==> config.mk <==
export PLATFORM = sky130hd
export DESIGN_NAME = wvar_div
export DESIGN_NICKNAME = d
export VERILOG_FILES = /design/src/wvar_pkg.sv /design/src/wvar_div.sv
export SDC_FILE = /design/constraint.sdc
export NUM_CORES = 1
export LEC_CHECK = 0
export ABC_AREA = 1
export BUFFER_PORTS_ARGS = -buffer_cell sky130_fd_sc_hd__buf_4
export CAP_MARGIN = 10
export CORE_MARGIN = 2
export CORE_UTILIZATION = 46
export CTS_CLUSTER_SIZE = 30
export DETAILED_ROUTE_END_ITERATION = 12
export PLACE_DENSITY = 0.82
export SLEW_MARGIN = 40
export SYNTH_ARGS = -nofsm -noshare
export SYNTH_HDL_FRONTEND = slang
export SYNTH_SLANG_ARGS = --single-unit
==> constraint.sdc <==
create_clock -name i_clk -period 2.3 [get_ports i_clk]
set_input_delay 0.23 -clock i_clk [delete_from_list [all_inputs] [get_ports i_clk]]
set_output_delay 0.23 -clock i_clk [all_outputs]
set_load 0.01 [all_outputs]
==> src/wvar_pkg.sv <==
// shared types, constants and lookup functions of the windowed variance unit
// no dependencies; imported by wvar_div, windowed_three_axis_variance_unit and both testbench files
package wvar_pkg;

    localparam int MAX_WINDOW   = 256;
    localparam int ADDR_W       = 8;
    localparam int CNT_W        = 9;
    localparam int FRAC_BITS    = 16;
    localparam int WORK_BITS    = 30;
    localparam int WORK_SH      = WORK_BITS - FRAC_BITS;
    localparam int CORDIC_STEPS = 16;
    localparam int DIV_W        = 56;

    // angle constants in Q.30, held at the width of the wrap datapath
    localparam logic signed [49:0] PI_W       = 50'sd3373259426;
    localparam logic signed [49:0] TWO_PI_W   = 50'sd6746518852;
    localparam logic signed [49:0] HALF_PI_W  = 50'sd1686629713;
    localparam logic signed [49:0] TWO_PI_TOP = TWO_PI_W <<< WORK_SH;

    localparam logic [47:0] VAR_MAX = {48{1'b1}};

    // configuration register indexes
    localparam logic [1:0] CFG_WINDOW = 2'd0;
    localparam logic [1:0] CFG_ANGLE  = 2'd1;

    // request codes
    localparam logic REQ_PUSH  = 1'b0;
    localparam logic REQ_CLEAR = 1'b1;

    typedef struct packed {
        logic               req_type;
        logic signed [31:0] sample_x;
        logic signed [31:0] sample_y;
        logic signed [31:0] sample_z;
    } t_in_item;

    typedef struct packed {
        logic signed [31:0] mean_x;
        logic signed [31:0] mean_y;
        logic signed [31:0] mean_z;
        logic [47:0]        var_x;
        logic [47:0]        var_y;
        logic [47:0]        var_z;
        logic               variance_ready;
        logic [8:0]         fill_count;
    } t_out_item;

    typedef struct packed {
        logic             start;
        logic [DIV_W-1:0] dividend;
        logic [8:0]       divisor;
    } t_div_req;

    // window length clamped to the supported range
    function automatic logic [CNT_W-1:0] eff_win(input logic [8:0] w);
        logic [CNT_W-1:0] r;
        r = w;
        if (w < 9'd2) begin
            r = 9'd2;
        end else if (w > 9'(MAX_WINDOW)) begin
            r = 9'(MAX_WINDOW);
        end
        return r;
    endfunction

    // arctangent of 2^-i, truncated Q.30
    function automatic logic [29:0] atan_tab(input logic [4:0] i);
        logic [29:0] v;
        case (i)
            5'd0:    v = 30'd843314856;
            5'd1:    v = 30'd497837829;
            5'd2:    v = 30'd263043836;
            5'd3:    v = 30'd133525158;
            5'd4:    v = 30'd67021686;
            5'd5:    v = 30'd33543515;
            5'd6:    v = 30'd16775850;
            5'd7:    v = 30'd8388437;
            5'd8:    v = 30'd4194282;
            5'd9:    v = 30'd2097149;
            5'd10:   v = 30'd1048575;
            5'd11:   v = 30'd524287;
            5'd12:   v = 30'd262143;
            5'd13:   v = 30'd131071;
            5'd14:   v = 30'd65535;
            5'd15:   v = 30'd32767;
            5'd16:   v = 30'd16383;
            5'd17:   v = 30'd8191;
            5'd18:   v = 30'd4095;
            5'd19:   v = 30'd2047;
            5'd20:   v = 30'd1023;
            5'd21:   v = 30'd511;
            5'd22:   v = 30'd255;
            5'd23:   v = 30'd127;
            default: v = 30'd0;
        endcase
        return v;
    endfunction

endpackage

==> src/wvar_div.sv <==
// restoring divider, one quotient bit per cycle, unsigned 56 by 9 bits
// depends on wvar_pkg for the request struct and widths
module wvar_div
    import wvar_pkg::*;
(
    input  logic             i_clk,
    input  logic             i_rst_n,
    input  t_div_req         i_req,
    output logic             o_done,
    output logic [DIV_W-1:0] o_quotient
);

    logic [DIV_W-1:0] r_quo;
    logic [8:0]       r_rem;
    logic [8:0]       r_dvs;
    logic [5:0]       r_cnt;
    logic             r_busy;
    logic             r_done;

    logic [9:0] shifted;
    logic       fits;
    logic [9:0] diff;

    // trial subtraction of the divisor from the shifted remainder
    assign shifted = {r_rem, r_quo[DIV_W-1]};
    assign fits    = shifted >= {1'b0, r_dvs};
    assign diff    = shifted - {1'b0, r_dvs};

    always_ff @(posedge i_clk) begin
        if (!i_rst_n) begin
            r_busy <= 1'b0;
            r_done <= 1'b0;
        end else begin
            r_done <= 1'b0;
            if (i_req.start) begin
                r_quo  <= i_req.dividend;
                r_rem  <= '0;
                r_dvs  <= i_req.divisor;
                r_cnt  <= '0;
                r_busy <= 1'b1;
            end else if (r_busy) begin
                r_rem <= fits ? diff[8:0] : shifted[8:0];
                r_quo <= {r_quo[DIV_W-2:0], fits};
                r_cnt <= r_cnt + 6'd1;
                if (r_cnt == 6'(DIV_W - 1)) begin
                    r_busy <= 1'b0;
                    r_done <= 1'b1;
                end
            end
        end
    end

    assign o_done     = r_done;
    assign o_quotient = r_quo;

endmodule

==> qor.csv, run 1 <==
stage;metric;value;unit
synthesis;synth_xor_area_share;0.663;%
sta;fin_skew;0.00878;ns
worst_setup_path;critPathMostFrequentCell;nand2_1;
worst_setup_path;regToRegStartpoint;o_quotient[55]$_DFFE_PP_;
clock_network;htree_levels;3;
synthesis;syn-num-nets;506;
cells_and_area;fin_util;63.0;%
worst_setup_path;critPathBufInv;3;
status;status;finished, final reports clean;
worst_setup_path;crit_type;reg2reg;
global_routing;grt_pass1_wl;14.3;mm
worst_setup_path;cp.required;2.40;ns
clock_network;clock_path_buffers;2;
worst_setup_path;end_kind;register;
synthesis;yosysSeqAreaShare;61.6;%
detailed_routing;avgRoutedWirePerCell;13.3;µm
synthesis;yosys_warnings;0;
synthesis;yosys.cell_types.count;27;
clock_network;numCtsBuffers;9;
clock_network;clock_latency;0.34;ns
die;die_area;9370;µm²
sta;hold_ws;0.0685;ns
worst_setup_path;slowest_delay;0.42;ns
power_and_ir_drop;vdd_drop_max;0.000275;V
cells_and_area;finalNonFillerCells;660;
placed_design;dp.cells;644;
global_routing;antenna_found_initial;0;
synthesis;ys_ff_latch;82;
synthesis;synth_top_family_by_area;simple AND/OR/NAND/NOR gates;
clock_network;post_cts.repair.setup_buffers;0;
power_and_ir_drop;power.total;3.91;mW
die;initial_core_util;47.7;%
synthesis;synth-simple-area-share;26.4;%
placed_design;place_ws;0.129;ns
placed_design;placed_area;5000;µm²
cells_and_area;layout-drive-gt1-share;27.6;%
cells_and_area;layout_commonest_cell;nand2_1;
worst_setup_path;cp_max_fo;13;
cells_and_area;multi_input_area;1310;µm²
detailed_routing;drcViolationCount;0;
sta;rsz0062_at_grt;false;
synthesis;synth_top_area_share;60.6;%
worst_setup_path;r2r-end;r_rem[7]$_SDFFCE_PP0P_;
sta;worst_slack;0.157;ns
sta;fin_crit;2.14;ns
global_routing;gr-usage-all-layers;18.7;%
global_routing;grt_pass1_vias;3051;
cells_and_area;fill_cells;719;
cells_and_area;n_antenna_cell;0;
sta;slew_headroom;60.2;%
power_and_ir_drop;p_per_area;747;nW/µm²
worst_setup_path;worstPathArrival;2.24;ns
die;core-area;8300;µm²
detailed_routing;vias;3166;
worst_setup_path;rr_worst_depth;14;
synthesis;syn-cell-area;3960;µm²
clock_network;cts_tree;done;
worst_setup_path;cp_top_family;simple AND/OR/NAND/NOR gates;
detailed_routing;viasPerCell;4.80;
die;io_pins;125;
synthesis;syn_avg_cell_area;9.28;µm²
clock_network;clk_pin_slew_worst_paths;0.08;ns
sta;finalCritPeriodShare;93.2;%
cells_and_area;nets;629;
die;die_w;96.8;µm
sta;setup_viol;0;
synthesis;synthAdderAreaFrac;3.66;%
detailed_routing;dr.pass1.iters;5;
detailed_routing;ant_nets;0;
min_path;min_to;r_dvs[7]$_DFFE_PP_;
synthesis;synth_mux_area_share;0;%
min_path;hold_depth;1;
sta;tightest_slew;0.598;ns
global_routing;grt_max_degree;63;
min_path;worstHoldStart;i_req[7];
detailed_routing;routed_wl;8.76;mm
worst_setup_path;cp-start-kind;register;
global_routing;grt_overflow;0;
clock_network;cts-hold-fix-buffers;0;
sta;max_freq;467;MHz
synthesis;synthTopCellsByArea;edfxtp_1 61%, nand2_1 20%, inv_1 3.4%;
cells_and_area;synthToLayoutAreaGrowth;32.0;%
cells_and_area;final_cell_mix;214 x nand2_1, 126 x buf_4, 80 x edfxtp_1;
flow_run;maxCapViolCount;0;
die;num_rows;33;
detailed_routing;drt_iter0_markers;133;
cells_and_area;seqCellArea;2440;µm²
sta;hold_viol;0;
synthesis;syn_inst;427;
clock_network;cts_sinks;82;
synthesis;synth_top_cell_by_area;edfxtp_1;
power_and_ir_drop;leakage;2.56;nW
synthesis;synth_compound_area_share;2.02;%
placed_design;globalplace.congestion;0.877;
sta;tns;0;ns
min_path;min_path_type;in2reg;
cells_and_area;final_area;5230;µm²
worst_setup_path;crit_chain;inv_1 -> ha_1 -> inv_1 -> fa_1 -> nand2_1 -> nand2_1 -> nand3_1 -> nand2_1 -> nand2_2 -> nand2_4 -> nand2_1 -> nand2_1 -> nand2_1 -> inv_1;
worst_setup_path;critPathSlowestCell;edfxtp_1;
placed_design;port_buffers;124;
die;die_h;96.8;µm
sta;maxSlewViolCount;0;
worst_setup_path;reg2reg_slack;0.16;ns
placed_design;hpwl;6.36;mm
clock_network;cts-root-buf;clkbuf_8;
[routing by layer]
layer	up-vias	global-route usage [%]	routed length (µm)
li1	1606	-	-
met2	109	31.0	4260
met1	1445	24.4	3880
met4	0	4.88	65
met3	6	4.99	554
met5	-	0	0
[cell type report]
class                           instances  area share [%]
Clock buffer                           10            2.44
Timing Repair Buffer                  127            18.5
Multi-Input combinational cell        290            25.0
Sequential cell                        82            46.7
Clock inverter                          6            2.01
Tap cell                              105            2.51
Inverter                               40            2.92
[power breakdown]
group | total, mW | internal, mW | switching [mW] | leakage [nW]
registers | 1.90 | 1.82 | 0.0810 | 0.795
clock network | 1.21 | 0.715 | 0.497 | 0.112
logic | 0.795 | 0.348 | 0.447 | 1.66
total | 3.91 | 2.89 | 1.02 | 2.56
[logic make-up (layout without fill, tap and decap cells)]
family	after synthesis	in the layout
AND/OR/NAND/NOR	263	263
XOR/XNOR	3	3
AO/OA/AOI/OAI	13	13
adder cells (fa/ha/maj)	11	11
buffers and inverters	55	183
flip-flops	82	82
[timing repair]
action / CTS / global route
endpoints found under the setup margin: 0 / 6
gates resized for setup: 0 / 1
hold endpoints to repair: 0 / 0
[registers in the layout (all words and copies together) (netlist names)]
signal and count:
r_rem 9, o_quotient 56, r_busy 1, o_done 1, r_cnt 6, r_dvs 9
[cell usage after synthesis]
library cell,instances
a21oi_1,5
and3_1,1
buf_2,4
buf_8,1
clkbuf_1,10
clkinv_1,1
dfxtp_1,2
edfxtp_1,80
fa_1,1
ha_1,10
inv_1,36
inv_2,3
nand2_1,216
nand2_2,2
nand2_4,1
nand3_1,8
nand3_2,2
nand3b_1,1
nand4_1,2
nor2_1,23
nor2_2,3
nor3_1,4
o21a_1,1
o21ai_1,2
o21bai_1,5
xnor2_1,1
xor2_1,2
[worst max-delay path by stage]
stage                             start  depth (start not counted)                      to  slack (ns)
2_1_floorplan  o_quotient[55]$_DFFE_PP_                         13  r_rem[0]$_SDFFCE_PP0P_        0.23
3_3_place_gp   o_quotient[55]$_DFFE_PP_                         14  r_rem[7]$_SDFFCE_PP0P_        0.21
3_5_place_dp   o_quotient[55]$_DFFE_PP_                         14  r_rem[7]$_SDFFCE_PP0P_        0.13
4_1_cts        o_quotient[55]$_DFFE_PP_                         14  r_rem[7]$_SDFFCE_PP0P_        0.12
5_1_grt        o_quotient[55]$_DFFE_PP_                         14  r_rem[7]$_SDFFCE_PP0P_       0.005
6_report       o_quotient[55]$_DFFE_PP_                         14  r_rem[7]$_SDFFCE_PP0P_        0.16
(Power assumes the default switching activity.)
==> run 2: changes to the inputs <==
- HOLD_SLACK_MARGIN: unset -> 0.08
- SKIP_CTS_REPAIR_TIMING: unset -> 1
==> run 2 against run 1 <==
Net effect:
- die area is the same
- global-route usage unchanged
- clock-buffer cell count did not move
- power grew 0.44%
- clock power is essentially flat
- clock skew hardly changed
- non-clock buffer count grew 9
- critical path type unchanged
- largest power group unchanged
==> qor.csv, run 2 (same netlist as run 1, synthesis figures left out) <==
stage;metric;value;unit;change
worst_setup_path;slowest_delay;0.42;ns;about the same
worst_setup_path;crit_type;reg2reg;;
sta;finalCritPeriodShare;93.3;%;+0.11 points
placed_design;placed_area;5000;µm²;unchanged
clock_network;cts-root-buf;clkbuf_8;;
detailed_routing;drt_iter0_markers;144;;+8.3%
worst_setup_path;reg2reg_slack;0.15;ns;about the same
global_routing;grt_overflow;0;;unchanged
clock_network;clock_path_buffers;2;;unchanged
clock_network;clk_pin_slew_worst_paths;0.08;ns;about the same
worst_setup_path;critPathLaunch;o_quotient[55]$_DFFE_PP_;;
die;initial_core_util;47.7;%;unchanged
sta;fin_skew;0.00901;ns;+0.000222 ns
global_routing;antenna_found_initial;0;;unchanged
detailed_routing;routed_wl;8.87;mm;+1.3%
global_routing;grt_pass1_vias;3051;;unchanged
sta;max_freq;466;MHz;-0.12%
global_routing;grt_pass1_wl;14.3;mm;unchanged
worst_setup_path;regToRegStartpoint;o_quotient[55]$_DFFE_PP_;;
detailed_routing;viasPerCell;4.80;;about the same
detailed_routing;vias;3211;;+1.4%
status;status;finished, final reports clean;;
cells_and_area;final_cell_mix;214 x nand2_1, 126 x buf_4, 80 x edfxtp_1;;
worst_setup_path;r2r-end;r_rem[7]$_SDFFCE_PP0P_;;
die;io_pins;125;;unchanged
placed_design;dp.cells;644;;unchanged
sta;hold_ws;0.159;ns;+0.0904 ns
cells_and_area;final_area;5320;µm²;+1.7%
power_and_ir_drop;power.total;3.93;mW;+0.44%
worst_setup_path;crit_path_end;r_rem[7]$_SDFFCE_PP0P_;;
detailed_routing;ant_nets;0;;unchanged
clock_network;htree_levels;3;;unchanged
clock_network;numCtsBuffers;9;;unchanged
sta;hold_viol;0;;unchanged
worst_setup_path;cp-start-kind;register;;
sta;tightest_slew;0.597;ns;-0.000301 ns
cells_and_area;largest_reg_flops;56;;unchanged
clock_network;clock_latency;0.33;ns;about the same
die;die_w;96.8;µm;unchanged
sta;tns;0;ns;unchanged
min_path;min_path_type;in2reg;;
detailed_routing;dr.pass1.iters;4;;-1
cells_and_area;finalNonFillerCells;669;;+1.4%
sta;worst_slack;0.154;ns;-0.00250 ns
cells_and_area;fin_util;64.1;%;+1.1 points
sta;fin_crit;2.15;ns;+0.00250 ns
placed_design;place_ws;0.129;ns;unchanged
placed_design;hpwl;6.36;mm;unchanged
worst_setup_path;end_kind;register;;
cells_and_area;nets;638;;+1.4%
clock_network;cts_sinks;82;;unchanged
worst_setup_path;cp.required;2.40;ns;about the same
cells_and_area;layout_commonest_cell;nand2_1;;
placed_design;globalplace.congestion;0.877;;unchanged
placed_design;port_buffers;124;;unchanged
worst_setup_path;critPathSlowestCell;edfxtp_1;;
cells_and_area;synthToLayoutAreaGrowth;34.3;%;
min_path;worstHoldStart;i_req[40];;
detailed_routing;avgRoutedWirePerCell;13.3;µm;about the same
cells_and_area;n_antenna_cell;0;;unchanged
global_routing;gr-usage-all-layers;18.7;%;unchanged
worst_setup_path;critPathMostFrequentCell;nand2_1;;
die;die_h;96.8;µm;unchanged
worst_setup_path;crit_chain;inv_1 -> ha_1 -> inv_1 -> fa_1 -> nand2_1 -> nand2_1 -> nand3_1 -> nand2_1 -> nand2_2 -> nand2_4 -> nand2_1 -> nand2_1 -> nand2_1 -> inv_1;;
die;die_area;9370;µm²;unchanged
sta;slew_headroom;60.2;%;about the same
sta;setup_viol;0;;unchanged
worst_setup_path;worstPathArrival;2.24;ns;about the same
sta;rsz0062_at_grt;false;;
die;core-area;8300;µm²;unchanged
sta;maxSlewViolCount;0;;unchanged
die;num_rows;33;;unchanged
worst_setup_path;cp_max_fo;13;;unchanged
worst_setup_path;rr_worst_depth;14;;unchanged
power_and_ir_drop;p_per_area;738;nW/µm²;-1.3%
global_routing;grt_max_degree;63;;unchanged
flow_run;maxCapViolCount;0;;unchanged
power_and_ir_drop;leakage;2.60;nW;+1.5%
clock_network;cts_tree;done;;
detailed_routing;drcViolationCount;0;;unchanged
power_and_ir_drop;vdd_drop_max;0.000277;V;+0.58%
cells_and_area;layout-drive-gt1-share;27.1;%;-0.44 points
==> run 2: layer usage <==
layer	share of wire [%]	vias up	track usage (%)
met5	0	-	0
met4	0.73	0	4.88
met1	45	1480	24.4
met2	49	103	31.0
li1	-	1622	-
met3	5.6	6	4.99
==> run 2: how the worst min path moves through the flow <==
stage | to | slack (ns) | cells past startpoint
after floorplan | r_dvs[0]$_DFFE_PP_ | 0.33 | 0
after global placement | r_dvs[7]$_DFFE_PP_ | 0.41 | 1
after detailed placement | r_dvs[7]$_DFFE_PP_ | 0.41 | 1
after CTS | r_dvs[7]$_DFFE_PP_ | 0.05 | 1
after global routing | o_quotient[14]$_DFFE_PP_ | 0.14 | 3
final | o_quotient[31]$_DFFE_PP_ | 0.16 | 3
==> run 2: critical path, delay by kind of cell, from the launching register on <==
kind | cells | cell delay [ns]
adders and majority gates | 2 | 0.53
buffers and inverters | 3 | 0.18
DFF | 1 | 0.42
and+or+nand+nor | 9 | 0.79
==> run 2: layout make-up <==
type                            count  area, µm²
Multi-Input combinational cell    290       1310
Timing Repair Buffer              136       1060
Sequential cell                    82       2440
Fill cell                         706       2980
Tap cell                          105        131
Clock inverter                      6        105
Inverter                           40        153
Clock buffer                       10        128
==> run 2: power breakdown <==
part	leakage (nW)	total [mW]	internal (mW)	switching [mW]
registers	0.795	1.90	1.82	0.0811
logic	1.69	0.808	0.358	0.450
clock network	0.112	1.22	0.715	0.500
==> run 3: changes to the inputs <==
- CORE_ASPECT_RATIO: unset -> 1.5
==> run 3 against run 2 <==
Net effect:
- core utilization rose by 0.41 points
- design area rose by 2.0%
- largest cell class unchanged
- critical endpoint is now r_rem[3]$_SDFFCE_PP0P_
- clock skew fell by 0.00092 ns
- clock-buffer cell count did not move
- clock power rose by 23%
- via count rose by 3.5%
- worst setup slack got worse by 0.018 ns
- first-iteration DRC count rose by 26%
- power rose by 8.1%
- sequential cell count did not move
- die area rose by 0.17%
- critical path depth fell by 1
==> qor.csv, run 3 (same netlist as run 1, synthesis figures left out) <==
stage;metric;value;unit;change
sta;worst_slack;0.136;ns;-0.0177 ns
clock_network;numCtsBuffers;9;;unchanged
cells_and_area;synthToLayoutAreaGrowth;37.0;%;
cells_and_area;fin_util;64.5;%;+0.41 points
min_path;worstHoldStart;i_req[54];;
worst_setup_path;end_kind;register;;
worst_setup_path;crit_type;reg2reg;;
placed_design;hpwl;6.68;mm;+5.1%
die;io_pins;125;;unchanged
worst_setup_path;cp-start-kind;register;;
die;die_w;79.8;µm;-18%
detailed_routing;avgRoutedWirePerCell;14.0;µm;+5.7%
cells_and_area;fill_cells;702;;-0.57%
detailed_routing;dr.pass1.iters;4;;unchanged
sta;maxSlewViolCount;0;;unchanged
sta;hold_viol;0;;unchanged
worst_setup_path;cp.required;2.38;ns;-0.02 ns
worst_setup_path;r2r-end;r_rem[3]$_SDFFCE_PP0P_;;
power_and_ir_drop;leakage;2.64;nW;+1.6%
power_and_ir_drop;power.total;4.25;mW;+8.1%
detailed_routing;met1_length;3.59;mm;-9.7%
clock_network;clk_pin_slew_worst_paths;0.06;ns;-0.02 ns
clock_network;htree_levels;3;;unchanged
sta;rsz0062_at_grt;true;;
global_routing;grt_max_degree;64;;+1.6%
sta;fin_crit;2.16;ns;+0.0177 ns
worst_setup_path;rr_worst_depth;13;;-1
die;die_h;118;µm;+22%
placed_design;place_ws;0.151;ns;+0.0222 ns
min_path;min_path_type;in2reg;;
placed_design;globalplace.congestion;0.871;;-0.66%
global_routing;grt_overflow;0;;unchanged
cells_and_area;n_antenna_cell;0;;unchanged
worst_setup_path;critPathSlowestCell;edfxtp_1;;
clock_network;cts-root-buf;clkbuf_16;;
clock_network;cts_tree;done;;
worst_setup_path;crit_chain;inv_1 -> ha_1 -> inv_1 -> fa_2 -> nand2_1 -> nand2_1 -> nand3_1 -> nand2_2 -> nand2_2 -> nand2_4 -> clkinvlp_4 -> nor2_1 -> nor2_1;;
global_routing;grt_pass1_vias;3163;;+3.7%
worst_setup_path;regToRegStartpoint;o_quotient[55]$_DFFE_PP_;;
die;core-area;8410;µm²;+1.4%
sta;tightest_slew;0.607;ns;+0.00986 ns
sta;hold_ws;0.169;ns;+0.0106 ns
detailed_routing;drcViolationCount;0;;unchanged
min_path;hold_depth;3;;unchanged
die;initial_core_util;47.1;%;-0.65 points
sta;finalCritPeriodShare;94.1;%;+0.77 points
detailed_routing;ant_nets;0;;unchanged
worst_setup_path;reg2reg_slack;0.14;ns;-0.02 ns
power_and_ir_drop;vdd_drop_max;0.000520;V;+88%
clock_network;clock_path_buffers;2;;unchanged
detailed_routing;vias;3322;;+3.5%
die;die_area;9390;µm²;+0.17%
cells_and_area;nets;641;;+0.47%
placed_design;port_buffers;124;;unchanged
power_and_ir_drop;p_per_area;782;nW/µm²;+6.0%
sta;max_freq;462;MHz;-0.82%
global_routing;antenna_found_initial;0;;unchanged
worst_setup_path;slowest_delay;0.38;ns;-0.04 ns
flow_run;maxCapViolCount;0;;unchanged
cells_and_area;layout_commonest_cell;nand2_1;;
detailed_routing;dr_wl_met3;492;µm;-0.20%
sta;fin_skew;0.00809;ns;-0.000919 ns
detailed_routing;drt_iter0_markers;182;;+26%
cells_and_area;layout-drive-gt1-share;28.4;%;+1.3 points
detailed_routing;topRoutingLayerUsed;met4;;
worst_setup_path;cp_max_fo;6;;-7
clock_network;clock_latency;0.33;ns;about the same
cells_and_area;final_cell_mix;213 x nand2_1, 128 x buf_4, 80 x edfxtp_1;;
status;status;finished, final reports clean;;
detailed_routing;routed_wl;9.45;mm;+6.5%
detailed_routing;wl_met2;5.12;mm;+18%
global_routing;grt_pass1_wl;14.4;mm;+0.72%
clock_network;cts_sinks;82;;unchanged
detailed_routing;viasPerCell;4.93;;+2.7%
sta;slew_headroom;59.5;%;-0.66 points
min_path;min_to;o_quotient[45]$_DFFE_PP_;;
worst_setup_path;worstPathArrival;2.25;ns;about the same
sta;setup_viol;0;;unchanged
global_routing;gr-usage-all-layers;20.0;%;+1.3 points
die;num_rows;41;;+24%
cells_and_area;largest_reg_flops;56;;unchanged
==> run 3: changes by cell type in the layout (fill, tap and decap cells not counted), moves of 2 or more <==
cell	change
clkinv_2	+2
nand2_2	+3
buf_4	+2
clkbuf_16	+9
clkbuf_8	-9
==> run 3: worst max-delay path, delay by kind of cell, from the launching register on <==
family / cells / cell delay [ns]
fa+ha+maj: 2 / 0.41
buf+inv: 3 / 0.32
flops: 1 / 0.38
simple gates: 8 / 0.81
==> run 3: report_power, final <==
group / total (mW) / internal (mW) / switching (mW)
clock: 1.50 / 0.944 / 0.559
sequential: 1.90 / 1.83 / 0.0796
combinational: 0.839 / 0.369 / 0.470
total: 4.25 / 3.14 / 1.11
==> run 3: area by class of cell <==
cell class,instances,area (µm²),area share [%]
flip-flops and latches,82,2440,45.0
multi-input cells,291,1320,24.2
repair buffers,138,1070,19.7
clock buffers,10,229,4.22
inverters,40,156,2.88
well taps,107,134,2.47
clock inverters,6,81.3,1.50
==> run 3: per-layer routing <==
metal  vias up  global-route usage (%)
li1       1635                       -
met3        24                    4.14
met4         0                    9.00
met5         -                       0
met1      1536                    22.1
met2       127                    35.9
==> run 3: worst max path at each step <==
stage	start	to	depth (start not counted)
final	o_quotient[55]$_DFFE_PP_	r_rem[3]$_SDFFCE_PP0P_	13
after global routing	o_quotient[55]$_DFFE_PP_	r_rem[1]$_SDFFCE_PP0P_	13
after CTS	o_quotient[55]$_DFFE_PP_	r_rem[3]$_SDFFCE_PP0P_	13
after detailed placement	o_quotient[55]$_DFFE_PP_	r_rem[7]$_SDFFCE_PP0P_	14
after global placement	o_quotient[55]$_DFFE_PP_	r_rem[7]$_SDFFCE_PP0P_	14
after floorplan	o_quotient[55]$_DFFE_PP_	r_rem[0]$_SDFFCE_PP0P_	13
==> run 3: metrics by stage <==
| step | setup TNS (ns) | cells | cell area [µm²] |
|---|---|---|---|
| 6_report | 0 | 674 | 5430 |
| 5_1_grt | -0.0442 | 674 | 5430 |
| 4_1_cts | 0 | 661 | 5300 |
| 3_5_place_dp | 0 | 645 | 4990 |
| 3_3_place_gp | 0 | 645 | 4980 |
| 2_1_floorplan | 0 | 427 | 3970 |
